**src/hw/rtl/temp_press_hum_compensation_defines.svh**
```systemverilog
// assertion macros used by the asserting file temp_press_hum_compensation.sv
`ifndef TEMP_PRESS_HUM_COMPENSATION_DEFINES_SVH
`define TEMP_PRESS_HUM_COMPENSATION_DEFINES_SVH

`ifndef SYNTHESIS
`define TPH_ASSERT_IMPL(lbl, clk, rst_n, ante, cons) \
  lbl: assert property (@(posedge clk) disable iff (!rst_n) (ante) |-> (cons)) \
    else $error("tph assertion failed");
`define TPH_ASSERT_NEXT(lbl, clk, rst_n, ante, cons) \
  lbl: assert property (@(posedge clk) disable iff (!rst_n) (ante) |=> (cons)) \
    else $error("tph assertion failed");
`else
`define TPH_ASSERT_IMPL(lbl, clk, rst_n, ante, cons)
`define TPH_ASSERT_NEXT(lbl, clk, rst_n, ante, cons)
`endif

`endif

```
**src/hw/rtl/tph_pkg.sv**
```systemverilog
package tph_pkg;

  localparam int unsigned W = 64;
  localparam int unsigned DIG_W = 16;
  localparam int unsigned MUL_DIGITS = W / DIG_W;
  localparam int unsigned MUL_CNT_W = $clog2(MUL_DIGITS);
  localparam int unsigned DIV_CNT_W = $clog2(W);

  localparam logic [23:0] SKIP_TEMP = 24'h800000;
  localparam logic [15:0] SKIP_HUM = 16'h8000;
  localparam logic [31:0] HUM_MAX = 32'd419430400;

  typedef enum logic [2:0] {
    CFG_TEMP    = 3'd0,
    CFG_PRESS_A = 3'd1,
    CFG_PRESS_B = 3'd2,
    CFG_P9_HUM  = 3'd3,
    CFG_HUM_B   = 3'd4
  } cfg_idx_t;

  typedef enum logic [2:0] {
    ST_IDLE,
    ST_ISSUE,
    ST_WAIT,
    ST_DIV_GO,
    ST_DIV_WAIT,
    ST_PFIN,
    ST_OUT
  } state_t;

  typedef enum logic [4:0] {
    STP_T1, STP_T2, STP_T3, STP_T4,
    STP_P1, STP_P2, STP_P3, STP_P4, STP_P5, STP_P6, STP_P7, STP_P8, STP_P9, STP_P10,
    STP_H1, STP_H2, STP_H3, STP_H4, STP_H5, STP_H6, STP_H7, STP_H8
  } step_t;

  typedef struct packed {
    logic         start;
    logic [W-1:0] a;
    logic [W-1:0] b;
  } mul_req_t;

  typedef struct packed {
    logic         start;
    logic [W-1:0] num;
    logic [W-1:0] den;
  } div_req_t;

  function automatic logic [W-1:0] sx32(input logic [31:0] v);
    return {{32{v[31]}}, v};
  endfunction

  function automatic logic [W-1:0] sx16(input logic [15:0] v);
    return {{48{v[15]}}, v};
  endfunction

  function automatic logic [31:0] sx12(input logic [11:0] v);
    return {{20{v[11]}}, v};
  endfunction

endpackage

```
**src/hw/rtl/tph_mul.sv**
```systemverilog
module tph_mul (
  input  logic                clk,
  input  logic                rst_n,
  input  tph_pkg::mul_req_t   req,
  output logic                done,
  output logic [tph_pkg::W-1:0] prod
);
  import tph_pkg::*;

  logic [W-1:0]         a_r, a_nxt;
  logic [W-1:0]         b_r, b_nxt;
  logic [W-1:0]         acc_r, acc_nxt;
  logic [MUL_CNT_W-1:0] cnt_r, cnt_nxt;
  logic                 busy_r, busy_nxt;
  logic                 done_r, done_nxt;
  logic [W-1:0]         pp;

  // one 16-bit digit of b per cycle, low 64 bits of the product kept
  assign pp = a_r * {{(W-DIG_W){1'b0}}, b_r[DIG_W-1:0]};

  always_comb begin
    a_nxt    = a_r;
    b_nxt    = b_r;
    acc_nxt  = acc_r;
    cnt_nxt  = cnt_r;
    busy_nxt = busy_r;
    done_nxt = 1'b0;
    if (req.start) begin
      a_nxt    = req.a;
      b_nxt    = req.b;
      acc_nxt  = '0;
      cnt_nxt  = '0;
      busy_nxt = 1'b1;
    end else if (busy_r) begin
      acc_nxt = acc_r + pp;
      a_nxt   = a_r << DIG_W;
      b_nxt   = b_r >> DIG_W;
      cnt_nxt = cnt_r + 1'b1;
      if (cnt_r == MUL_CNT_W'(MUL_DIGITS - 1)) begin
        busy_nxt = 1'b0;
        done_nxt = 1'b1;
      end
    end
  end

  always_ff @(posedge clk) begin
    if (!rst_n) begin
      busy_r <= 1'b0;
      done_r <= 1'b0;
      cnt_r  <= '0;
    end else begin
      busy_r <= busy_nxt;
      done_r <= done_nxt;
      cnt_r  <= cnt_nxt;
    end
  end

  always_ff @(posedge clk) begin
    a_r   <= a_nxt;
    b_r   <= b_nxt;
    acc_r <= acc_nxt;
  end

  assign done = done_r;
  assign prod = acc_r;

endmodule

```
**config.mk**
```make
export PLATFORM = sky130hd
export DESIGN_NAME = tph_mul
export DESIGN_NICKNAME = d
export VERILOG_FILES = /design/src/hw/rtl/temp_press_hum_compensation_defines.svh /design/src/hw/rtl/tph_pkg.sv /design/src/hw/rtl/tph_mul.sv
export SDC_FILE = /design/constraint.sdc
export NUM_CORES = 2
export LEC_CHECK = 0
export ABC_AREA = 1
export BUFFER_PORTS_ARGS = -buffer_cell sky130_fd_sc_hd__buf_2
export CAP_MARGIN = 20
export CORE_MARGIN = 2
export CORE_UTILIZATION = 50
export CTS_CLUSTER_SIZE = 40
export DETAILED_ROUTE_END_ITERATION = 10
export MAX_ROUTING_LAYER = met4
export PLACE_DENSITY = 0.78
export SLEW_MARGIN = 25
export SYNTH_ARGS = -nofsm -noshare
export SYNTH_HDL_FRONTEND = slang
export SYNTH_SLANG_ARGS = --single-unit
export TNS_END_PERCENT = 50
```
**constraint.sdc**
```tcl
create_clock -name clk -period 5.3 [get_ports clk]
set_input_delay 0.53 -clock clk [delete_from_list [all_inputs] [get_ports clk]]
set_output_delay 0.53 -clock clk [all_outputs]
set_load 0.1 [all_outputs]
```
==> out/results.ini <==
[drt]
detail-route-antenna-nets = 0
wl_um = 125000
dr_total_vias = 33800
detailedRoute.firstIterationViolations = 2716
route.detailed.drc = 0
detail_route.wl_per_cell_um = 19.3
routed_via_density = 5.21
drt_pre_antenna_iters = 8

[global_route]
antenna_found_initial = 0
leftover_overflow_at_the_end_of_global_routing = 0
grt_max_degree = 110
grt.total_usage = 0.341
first_global_vias = 36700
grt_first_pass_wirelength_um = 198000

[timing]
tightestPinTransition_ps = 832
count_of_final_max_slew_check_failures = 0
layout_worst_path_cycle_share = 1.13
finalHoldViolCount = 0
timing.final.crit_period_ps = 5990
fin_skew_ps = 18.8
setup_slack_ps = -689
relSlewSlack = 0.445
setup_viol_count_final = 54
clock.fmax_mhz = 167
grt_setup_unrepaired = true
timing.setup.tns_ps = -29240

[logic_synthesis]
synth-edff-count = 128
yosys_most_used_dff = sky130_fd_sc_hd__edfxtp_1
synth_cells = 4999
synth.ff_latch_count = 196
seq_area_frac_synth = 0.136
ys_types = 47
netlist_area_um2 = 38400
synthesis_warning_total = 0
synth_nets = 6045
post_synth.cell_area_avg_um2 = 7.68
async_set_reset_flop_share_out_of_synthesis = 0

[flow_run]
drv_cap = 0

[status]
violated_checks = negative setup slack
result_of_the_run = complete, but fails checks

[hold_path]
hold_path_class = in -> reg

[worst_setup_path]
cp_slowest_stage_delay_ps = 530
worstSetupEndpointType = flip-flop
critical_path.n_buffers_inverters = 10
cp_top_family = adder cells
crit_fanout = 8
critical-path-top-cell-by-count = sky130_fd_sc_hd__fa_1
critPathRequiredTime_ps = 5740
type_of_the_worst_setup_path = reg -> reg
crit_arrival_ps = 6420
critical_path.startpoint_type = flip-flop
worst_path_max_delay_cell = sky130_fd_sc_hd__fa_1

[floorplanning]
ios = 196
initial_core_util = 0.506
floorplan.core_area_um2 = 75900
rows = 101
die_width_um = 281
fp.dieArea_um2 = 79100
chipHeight_um = 281

[clock_network]
clk_lat_worst_skew_ps = 520
cts_inserted_buffers = 17
cts-root-buf = sky130_fd_sc_hd__clkbuf_16
htreeDepth = 4
clk_transition_reported_paths_ps = 90
tritoncts_clock_tree = yes
cts_sinks = 196
cts_buffer_depth = 2
hold_fix_buffer_count_after_cts = 0

[cells_and_area]
fraction_of_layout_cells_with_a_size_suffix_above_1 = 0.214
antenna_cells = 0
area.growth.synth_to_final_pct = 23.8
final_net_count = 6501
final.fill_count = 6161

[placement]
hpwlAfterDp_um = 96900
dp_slack_ps = -910
routabilityCongestion = 1.01
quantity_of_i_o_buffers_inserted_on_ports = 195

[kinds of logic after synthesis]
group | after synthesis | synth area share
AOI/OAI and AO/OA | 288 | 0.0414
xor gates and xnor gates | 27 | 0.00616
adders and majority gates | 915 | 0.457
buffers and inverters | 1757 | 0.172
DFF | 196 | 0.136
and+or+nand+nor | 1816 | 0.188
[layout make-up]
cell class | instances | area (um2) | share of cell area
multi-input cells | 3046 | 28800 | 0.605
flip-flops and latches | 196 | 5210 | 0.110
clock buffers | 17 | 425 | 0.00895
repair buffers | 687 | 6010 | 0.126
well taps | 1030 | 1290 | 0.0271
clock inverters | 15 | 186 | 0.00392
inverters | 1507 | 5670 | 0.119
[flip-flops by register name, summed over array words and instances (netlist names)]
register and cells:
a_r 64, b_r 64, prod 64, busy_r 1
cnt_r 2, done 1
[cells in the final DEF (no fill, tap or decap), types with 50 or more instances in the layout]
| master | n |
|---|---|
| sky130_fd_sc_hd__a21oi_1 | 78 |
| sky130_fd_sc_hd__nand3_1 | 75 |
| sky130_fd_sc_hd__nand2_1 | 1432 |
| sky130_fd_sc_hd__ha_1 | 51 |
| sky130_fd_sc_hd__nand2_2 | 73 |
| sky130_fd_sc_hd__fa_1 | 787 |
| sky130_fd_sc_hd__ha_4 | 50 |
| sky130_fd_sc_hd__buf_4 | 381 |
| sky130_fd_sc_hd__inv_1 | 1455 |
| sky130_fd_sc_hd__dfxtp_1 | 67 |
| sky130_fd_sc_hd__buf_12 | 72 |
| sky130_fd_sc_hd__buf_2 | 194 |
| sky130_fd_sc_hd__edfxtp_1 | 128 |
[per-stage QoR]
stage | hold slack, ps | utilization | std cells | area, um2
3_3_place_gp | 460 | 0.581 | 6399 | 44200
5_1_grt | 268 | 0.626 | 6498 | 47500
6_report | 261 | 0.626 | 6498 | 47500
3_5_place_dp | 469 | 0.581 | 6399 | 44200
2_1_floorplan | 442 | - | 4999 | 39300
4_1_cts | 228 | 0.620 | 6491 | 47100
[worst min-delay path: stages]
cell                      delay, ps
sky130_fd_sc_hd__buf_2          110
sky130_fd_sc_hd__nand2_1         60
sky130_fd_sc_hd__a21oi_1         30
[timing repair]
item | 4_1_cts | 5_1_grt
endpoints found under the hold margin | 0 | 0
resized for setup | 414 | 99
cloned | 14 | 1
buffers inserted | 47 | 6
endpoints found under the setup margin | 53 | 55
pin swaps | 146 | 42
[synthesized netlist by cell type (all sizes together), types with 2 or more instances]
cell type     n  area share
o22ai         5     0.00081
o21ai       107       0.014
buf          47      0.0051
nand2      1520        0.15
nand4        21      0.0034
nor4          2     0.00033
a31oi         6     0.00098
edfxtp      128        0.10
dfxtp        68       0.035
nand3        99       0.013
ha          101       0.033
a21o          5     0.00098
o211ai       10      0.0022
nand2b        2     0.00033
o21bai        8      0.0016
a21boi        4     0.00078
nor3         14      0.0025
nand3b        3     0.00059
xor2         16      0.0036
a21oi       136       0.018
nor2        142       0.016
clkbuf      203       0.020
and2          3     0.00049
and3          5     0.00081
a22o          3     0.00068
o21a          3     0.00059
fa          814        0.42
xnor2        11      0.0025
or2           4     0.00065
inv        1506        0.15
[path summary, 6_finish.rpt]
path         slack [ps]                    end  depth (start not counted)                  start
max                -690  prod[30]$_SDFFE_PP0P_                         27       b_r[4]$_DFFE_PP_
min reg2reg         480  cnt_r[1]$_SDFFE_PP0P_                          2  cnt_r[1]$_SDFFE_PP0P_
max reg2reg        -690  prod[30]$_SDFFE_PP0P_                         27       b_r[4]$_DFFE_PP_
min                 260      busy_r$_SDFF_PN0_                          3                  rst_n
[layer usage]
layer | track usage | share of wire | wire [um]
met1 | 0.412 | 0.37 | 46800
met2 | 0.546 | 0.47 | 59300
met3 | 0.0722 | 0.096 | 12000
met4 | 0.163 | 0.059 | 7350
met5 | - | 0 | 0
Power is left out: the tool's default activity adds up to more than one toggle a clock period on the data nets, which glitch-free logic cannot reach.
