### config.mk
export PLATFORM = sky130hd
export DESIGN_NAME = tph_div
export DESIGN_NICKNAME = d
export VERILOG_FILES = /design/src/hw/rtl/temp_press_hum_compensation_defines.svh /design/src/hw/rtl/tph_pkg.sv /design/src/hw/rtl/tph_div.sv
export SDC_FILE = /design/constraint.sdc
export NUM_CORES = 1
export LEC_CHECK = 0
export BUFFER_PORTS_ARGS = -buffer_cell sky130_fd_sc_hd__buf_2
export CORE_MARGIN = 1
export CORE_UTILIZATION = 45
export DETAILED_ROUTE_END_ITERATION = 10
export GPL_TIMING_DRIVEN = 0
export MAX_ROUTING_LAYER = met4
export PLACE_DENSITY_LB_ADDON = 0.08
export SLEW_MARGIN = 30
export SYNTH_ARGS = -nofsm -noshare
export SYNTH_HDL_FRONTEND = slang
export SYNTH_SLANG_ARGS = --single-unit
### constraint.sdc
create_clock -name clk -period 9.2 [get_ports clk]
set_input_delay 0.46 -clock clk [delete_from_list [all_inputs] [get_ports clk]]
set_output_delay 0.46 -clock clk [all_outputs]
set_load 0.005 [all_outputs]
### src/hw/rtl/temp_press_hum_compensation_defines.svh
// assertion macros used by the asserting file temp_press_hum_compensation.sv
`ifndef TEMP_PRESS_HUM_COMPENSATION_DEFINES_SVH
`define TEMP_PRESS_HUM_COMPENSATION_DEFINES_SVH

`ifndef SYNTHESIS
`define TPH_ASSERT_IMPL(lbl, clk, rst_n, ante, cons) \
  lbl: assert property (@(posedge clk) disable iff (!rst_n) (ante) |-> (cons)) \
    else $error("tph assertion failed");
`define TPH_ASSERT_NEXT(lbl, clk, rst_n, ante, cons) \
  lbl: assert property (@(posedge clk) disable iff (!rst_n) (ante) |=> (cons)) \
    else $error("tph assertion failed");
`else
`define TPH_ASSERT_IMPL(lbl, clk, rst_n, ante, cons)
`define TPH_ASSERT_NEXT(lbl, clk, rst_n, ante, cons)
`endif

`endif

### src/hw/rtl/tph_pkg.sv
package tph_pkg;

  localparam int unsigned W = 64;
  localparam int unsigned DIG_W = 16;
  localparam int unsigned MUL_DIGITS = W / DIG_W;
  localparam int unsigned MUL_CNT_W = $clog2(MUL_DIGITS);
  localparam int unsigned DIV_CNT_W = $clog2(W);

  localparam logic [23:0] SKIP_TEMP = 24'h800000;
  localparam logic [15:0] SKIP_HUM = 16'h8000;
  localparam logic [31:0] HUM_MAX = 32'd419430400;

  typedef enum logic [2:0] {
    CFG_TEMP    = 3'd0,
    CFG_PRESS_A = 3'd1,
    CFG_PRESS_B = 3'd2,
    CFG_P9_HUM  = 3'd3,
    CFG_HUM_B   = 3'd4
  } cfg_idx_t;

  typedef enum logic [2:0] {
    ST_IDLE,
    ST_ISSUE,
    ST_WAIT,
    ST_DIV_GO,
    ST_DIV_WAIT,
    ST_PFIN,
    ST_OUT
  } state_t;

  typedef enum logic [4:0] {
    STP_T1, STP_T2, STP_T3, STP_T4,
    STP_P1, STP_P2, STP_P3, STP_P4, STP_P5, STP_P6, STP_P7, STP_P8, STP_P9, STP_P10,
    STP_H1, STP_H2, STP_H3, STP_H4, STP_H5, STP_H6, STP_H7, STP_H8
  } step_t;

  typedef struct packed {
    logic         start;
    logic [W-1:0] a;
    logic [W-1:0] b;
  } mul_req_t;

  typedef struct packed {
    logic         start;
    logic [W-1:0] num;
    logic [W-1:0] den;
  } div_req_t;

  function automatic logic [W-1:0] sx32(input logic [31:0] v);
    return {{32{v[31]}}, v};
  endfunction

  function automatic logic [W-1:0] sx16(input logic [15:0] v);
    return {{48{v[15]}}, v};
  endfunction

  function automatic logic [31:0] sx12(input logic [11:0] v);
    return {{20{v[11]}}, v};
  endfunction

endpackage

### src/hw/rtl/tph_div.sv
module tph_div (
  input  logic                  clk,
  input  logic                  rst_n,
  input  tph_pkg::div_req_t     req,
  output logic                  done,
  output logic [tph_pkg::W-1:0] quo
);
  import tph_pkg::*;

  logic [W-1:0]         rem_r, rem_nxt;
  logic [W-1:0]         q_r, q_nxt;
  logic [W-1:0]         den_r, den_nxt;
  logic                 neg_r, neg_nxt;
  logic [DIV_CNT_W-1:0] cnt_r, cnt_nxt;
  logic                 busy_r, busy_nxt;
  logic                 fix_r, fix_nxt;
  logic                 done_r, done_nxt;
  logic [W:0]           rem_sh;
  logic [W:0]           diff;

  // restoring step, one quotient bit per cycle
  assign rem_sh = {rem_r, q_r[W-1]};
  assign diff   = rem_sh - {1'b0, den_r};

  always_comb begin
    rem_nxt  = rem_r;
    q_nxt    = q_r;
    den_nxt  = den_r;
    neg_nxt  = neg_r;
    cnt_nxt  = cnt_r;
    busy_nxt = busy_r;
    fix_nxt  = 1'b0;
    done_nxt = 1'b0;
    if (req.start) begin
      rem_nxt  = '0;
      q_nxt    = req.num[W-1] ? (W'(0) - req.num) : req.num;
      den_nxt  = req.den[W-1] ? (W'(0) - req.den) : req.den;
      neg_nxt  = req.num[W-1] ^ req.den[W-1];
      cnt_nxt  = '0;
      busy_nxt = 1'b1;
    end else if (busy_r) begin
      if (!diff[W]) begin
        rem_nxt = diff[W-1:0];
        q_nxt   = {q_r[W-2:0], 1'b1};
      end else begin
        rem_nxt = rem_sh[W-1:0];
        q_nxt   = {q_r[W-2:0], 1'b0};
      end
      cnt_nxt = cnt_r + 1'b1;
      if (cnt_r == DIV_CNT_W'(W - 1)) begin
        busy_nxt = 1'b0;
        fix_nxt  = 1'b1;
      end
    end else if (fix_r) begin
      // apply the quotient sign
      q_nxt    = neg_r ? (W'(0) - q_r) : q_r;
      done_nxt = 1'b1;
    end
  end

  always_ff @(posedge clk) begin
    if (!rst_n) begin
      busy_r <= 1'b0;
      fix_r  <= 1'b0;
      done_r <= 1'b0;
      cnt_r  <= '0;
    end else begin
      busy_r <= busy_nxt;
      fix_r  <= fix_nxt;
      done_r <= done_nxt;
      cnt_r  <= cnt_nxt;
    end
  end

  always_ff @(posedge clk) begin
    rem_r <= rem_nxt;
    q_r   <= q_nxt;
    den_r <= den_nxt;
    neg_r <= neg_nxt;
  end

  assign done = done_r;
  assign quo  = q_r;

endmodule
==> impl_results.md <==
- Die Wd: 191 um
- Fin. max-slew vios: 0
- Later-pin clock latency in the skew report: 550 ps
- Relative slew margins: 38.6%
- Hold buffers post-CTS: 0
- Most Frequent Cell on Critical Path: o21ai_0
- P_leak: 7.08 nW
- Pwr Total: 2.98 mW
- Area delta synth->final: 15.0%
- Synth Area in Adders: 5.43%
- Worst slew pin tran: 908 ps
- Setup TNS Final: 0 ps
- Largest family of logic cells by synthesized area: compound AO/OA/AOI/OAI gates
- Synth area leader: edfxtp_1
- Remaining global-route overflow: 0
- Clock slew at reported path FFs: approximately 60 ps
- Max Clk Rate: 183 MHz
- Synth cell count leaders: nand2_1 (232), nor2_1 (196), a21oi_1 (168), o21ai_0 (164)
- YS warnings: 0
- GRT Resource Usage Total: 31.0%
- Critical path arrival: 5910 ps
- Layout cell share with drive strength beyond 1: between 10% and 20%
- FF+latch count, synth: 202
- Reg area: 5340 um2
- PwrDens: 162 nW/um2
- WS Path Type: reg2reg
- Crit path cell chain: inv_1 > ha_1 > fa_1 > nand2b_1 > a21oi_1 > o21ai_0 > o21ai_0 > a32oi_1 > o21ai_0 > xnor2_1 > clkbuf_1 > clkbuf_1 > nand3_1 > a31oi_1
- Final setup fails: 0
- Sequential-to-total area share from yosys stat: 33.3%
- Simple-gate share of the synthesized area: roughly a fifth
- Final WL: 55.9 mm
- Max clock buf depth: 3
- Critical Path RT: 9650 ps
- Max incr delay on CP: around 700 ps
- Post-Synth XOR/XNOR Area: 11.0%
- # fillers: 3,415
- Area of the die: 36,400 um2
- Largest net degree at the start of global routing: between 60 and 70
- Core area: ~35,000 um2
- Post-synth EDFFs: roughly 130
- CP top delay family: compound AO/OA/AOI/OAI gates
- Cell area after synthesis: 16,000 um2
- Mapped Nets: 2,195
- Fin nets: 2,416
- Clock Sinks: 202
- Count leader, synth: nand2_1
- Post-synthesis mux area share: 0.499%
- Synth top area cells: edfxtp_1 (24%), dfxtp_1 (9.1%), xnor2_1 (7.0%)
- Number of primary I/O pins: 196
- Total CTS buffers: 25
- Worst min-delay path category: in2reg
- Syn_area_per_cell: 8.04 um2
- CTS resizes: 0
- FP Rows: 68
- Worst Skew: 14.7 ps
- Peak VDD IR: about 130 uV
- Crit path time final: 5460 ps
- TritonCTS clock tree: done
- Initial Util: 46.1%
- H-tree Lvls: 1
- CP startpoint kind: flop
- Unrepaired setup endpoints after global routing: false
- Number of global-route vias before repair: 14,800
- Number of remaining DRC errors: 0
- Crit end category: flop
- Worst Path Buf+Inv: 3
- DR WL/cell: approximately 21 um
- Via-per-instance ratio: 5.99
- DR iter-0 viols: 1,461
- Port bufs: between 150 and 200
- CP max-delay cell: clkbuf_1
- Placer Congestion: 0.980
- Post-synthesis async set-or-reset flop share: 0%
- Critical path fanouts, max: 10
- N_diodes: 0
- Status: complete, no violations
- Via count: 16,100
- Die H: 191 um
- Main synth FF type: edfxtp_1
- First-pass GRT wire length: between 80 and 90 mm
- Hold Vio Cnt, Final: 0
- Final period util: 59.3%
- Synth top area share: between 20% and 30%
- Post-CTS setup buffer count: 0
- Antenna violations before repair: 0
- Mapped Cells: 1,995
- Routed Antenna Nets: 0
- Post-synth cell types: 72
- Synth Area in Compound Gates: 24.6%
- Max-cap violation count: 0
- DR pass1 iterations: 6
- Root Driver: clkbuf_16
- HPWL after detailed placement: 43.0 mm
- Multi-input logic area: 9960 um2
## worst reg2reg max path, cell delays in order, from the launching register on
cell	delay (ps)
edfxtp_1	470
inv_1	120
ha_1	250
fa_1	410
nand2b_1	190
a21oi_1	220
o21ai_0	290
o21ai_0	550
a32oi_1	240
o21ai_0	570
xnor2_1	450
clkbuf_1	570
clkbuf_1	700
nand3_1	160
a31oi_1	190
## through the flow
stage	cell area, um2	hold WS, ps	utilization [%]	worst slack (ps)	std cells
after CTS	18400	149	53.0	3740	2689
after detailed placement	17600	479	50.6	3770	2644
after global placement	17600	473	50.5	3620	2643
final	18400	168	53.0	3740	2689
after floorplan	16000	452	-	5110	1995
after global routing	18400	156	53.0	3360	2689
## sequential cells by signal (all words and copies together), names as in the netlist
register and count:
quo 64, fix_r 1, busy_r 1, den_r 64
cnt_r 6, rem_r 64, done 1, neg_r 1
## metal layers
metal | up-vias | routed length [um] | global-route usage [%]
li1 | 7772 | - | -
met1 | 7505 | 24300 | 41.8
met2 | 729 | 24900 | 48.6
met3 | 104 | 4980 | 3.22
met4 | 0 | 1650 | 9.69
met5 | - | 0 | -
## cell type report
cell class                 instances  share of cell area [%]
clock inverter                     7                   0.217
clock buffer                      38                    4.22
inverter                         106                    2.16
multi-input combinational       1589                    54.0
timing repair buffer             194                    5.40
sequential                       202                    28.9
tap                              455                    3.09
buffer                            98                    1.99
## cell usage in the layout, fill, tap and decap left out, types with 25 or more instances in the layout
cell type / count
dfxtp_1: 73
inv_1: 106
clkbuf_16: 28
clkbuf_1: 100
buf_2: 192
xor2_1: 72
a211oi_1: 33
xnor2_1: 129
or3_1: 36
a21oi_1: 168
o21ai_0: 164
edfxtp_1: 129
or4_1: 25
nand2_1: 231
nand3_1: 30
o31ai_1: 46
nor3_1: 41
nor2_1: 195
ha_1: 68
a311oi_1: 32
## cell families after synthesis
| family | after synthesis |
|---|---|
| XOR/XNOR | 201 |
| flip-flops | 202 |
| AND/OR/NAND/NOR | 689 |
| buffers and inverters | 204 |
| AO/OA/AOI/OAI | 622 |
| multiplexers | 8 |
| adder cells (fa/ha/maj) | 69 |
## power breakdown
| group | leakage [nW] | total (mW) | switching, mW | internal [mW] |
|---|---|---|---|---|
| combinational | 4.80 | 0.826 | 0.519 | 0.307 |
| clock | 0.410 | 0.990 | 0.407 | 0.583 |
| sequential | 1.87 | 1.17 | 0.0939 | 1.07 |
| total | 7.08 | 2.98 | 1.02 | 1.96 |
## final timing paths
| path | depth (start not counted) | to | slack [ps] | startpoint |
|---|---|---|---|---|
| worst min register to register | 2 | rem_r[1] | 490 | rem_r[1] |
| worst max register to register | 14 | rem_r[21] | 3740 | quo[63] |
| worst max-delay path | 14 | rem_r[21] | 3740 | quo[63] |
| worst min-delay path | 1 | den_r[0] | 170 | req[0] |
No activity file was read; power rests on OpenSTA's default activity.
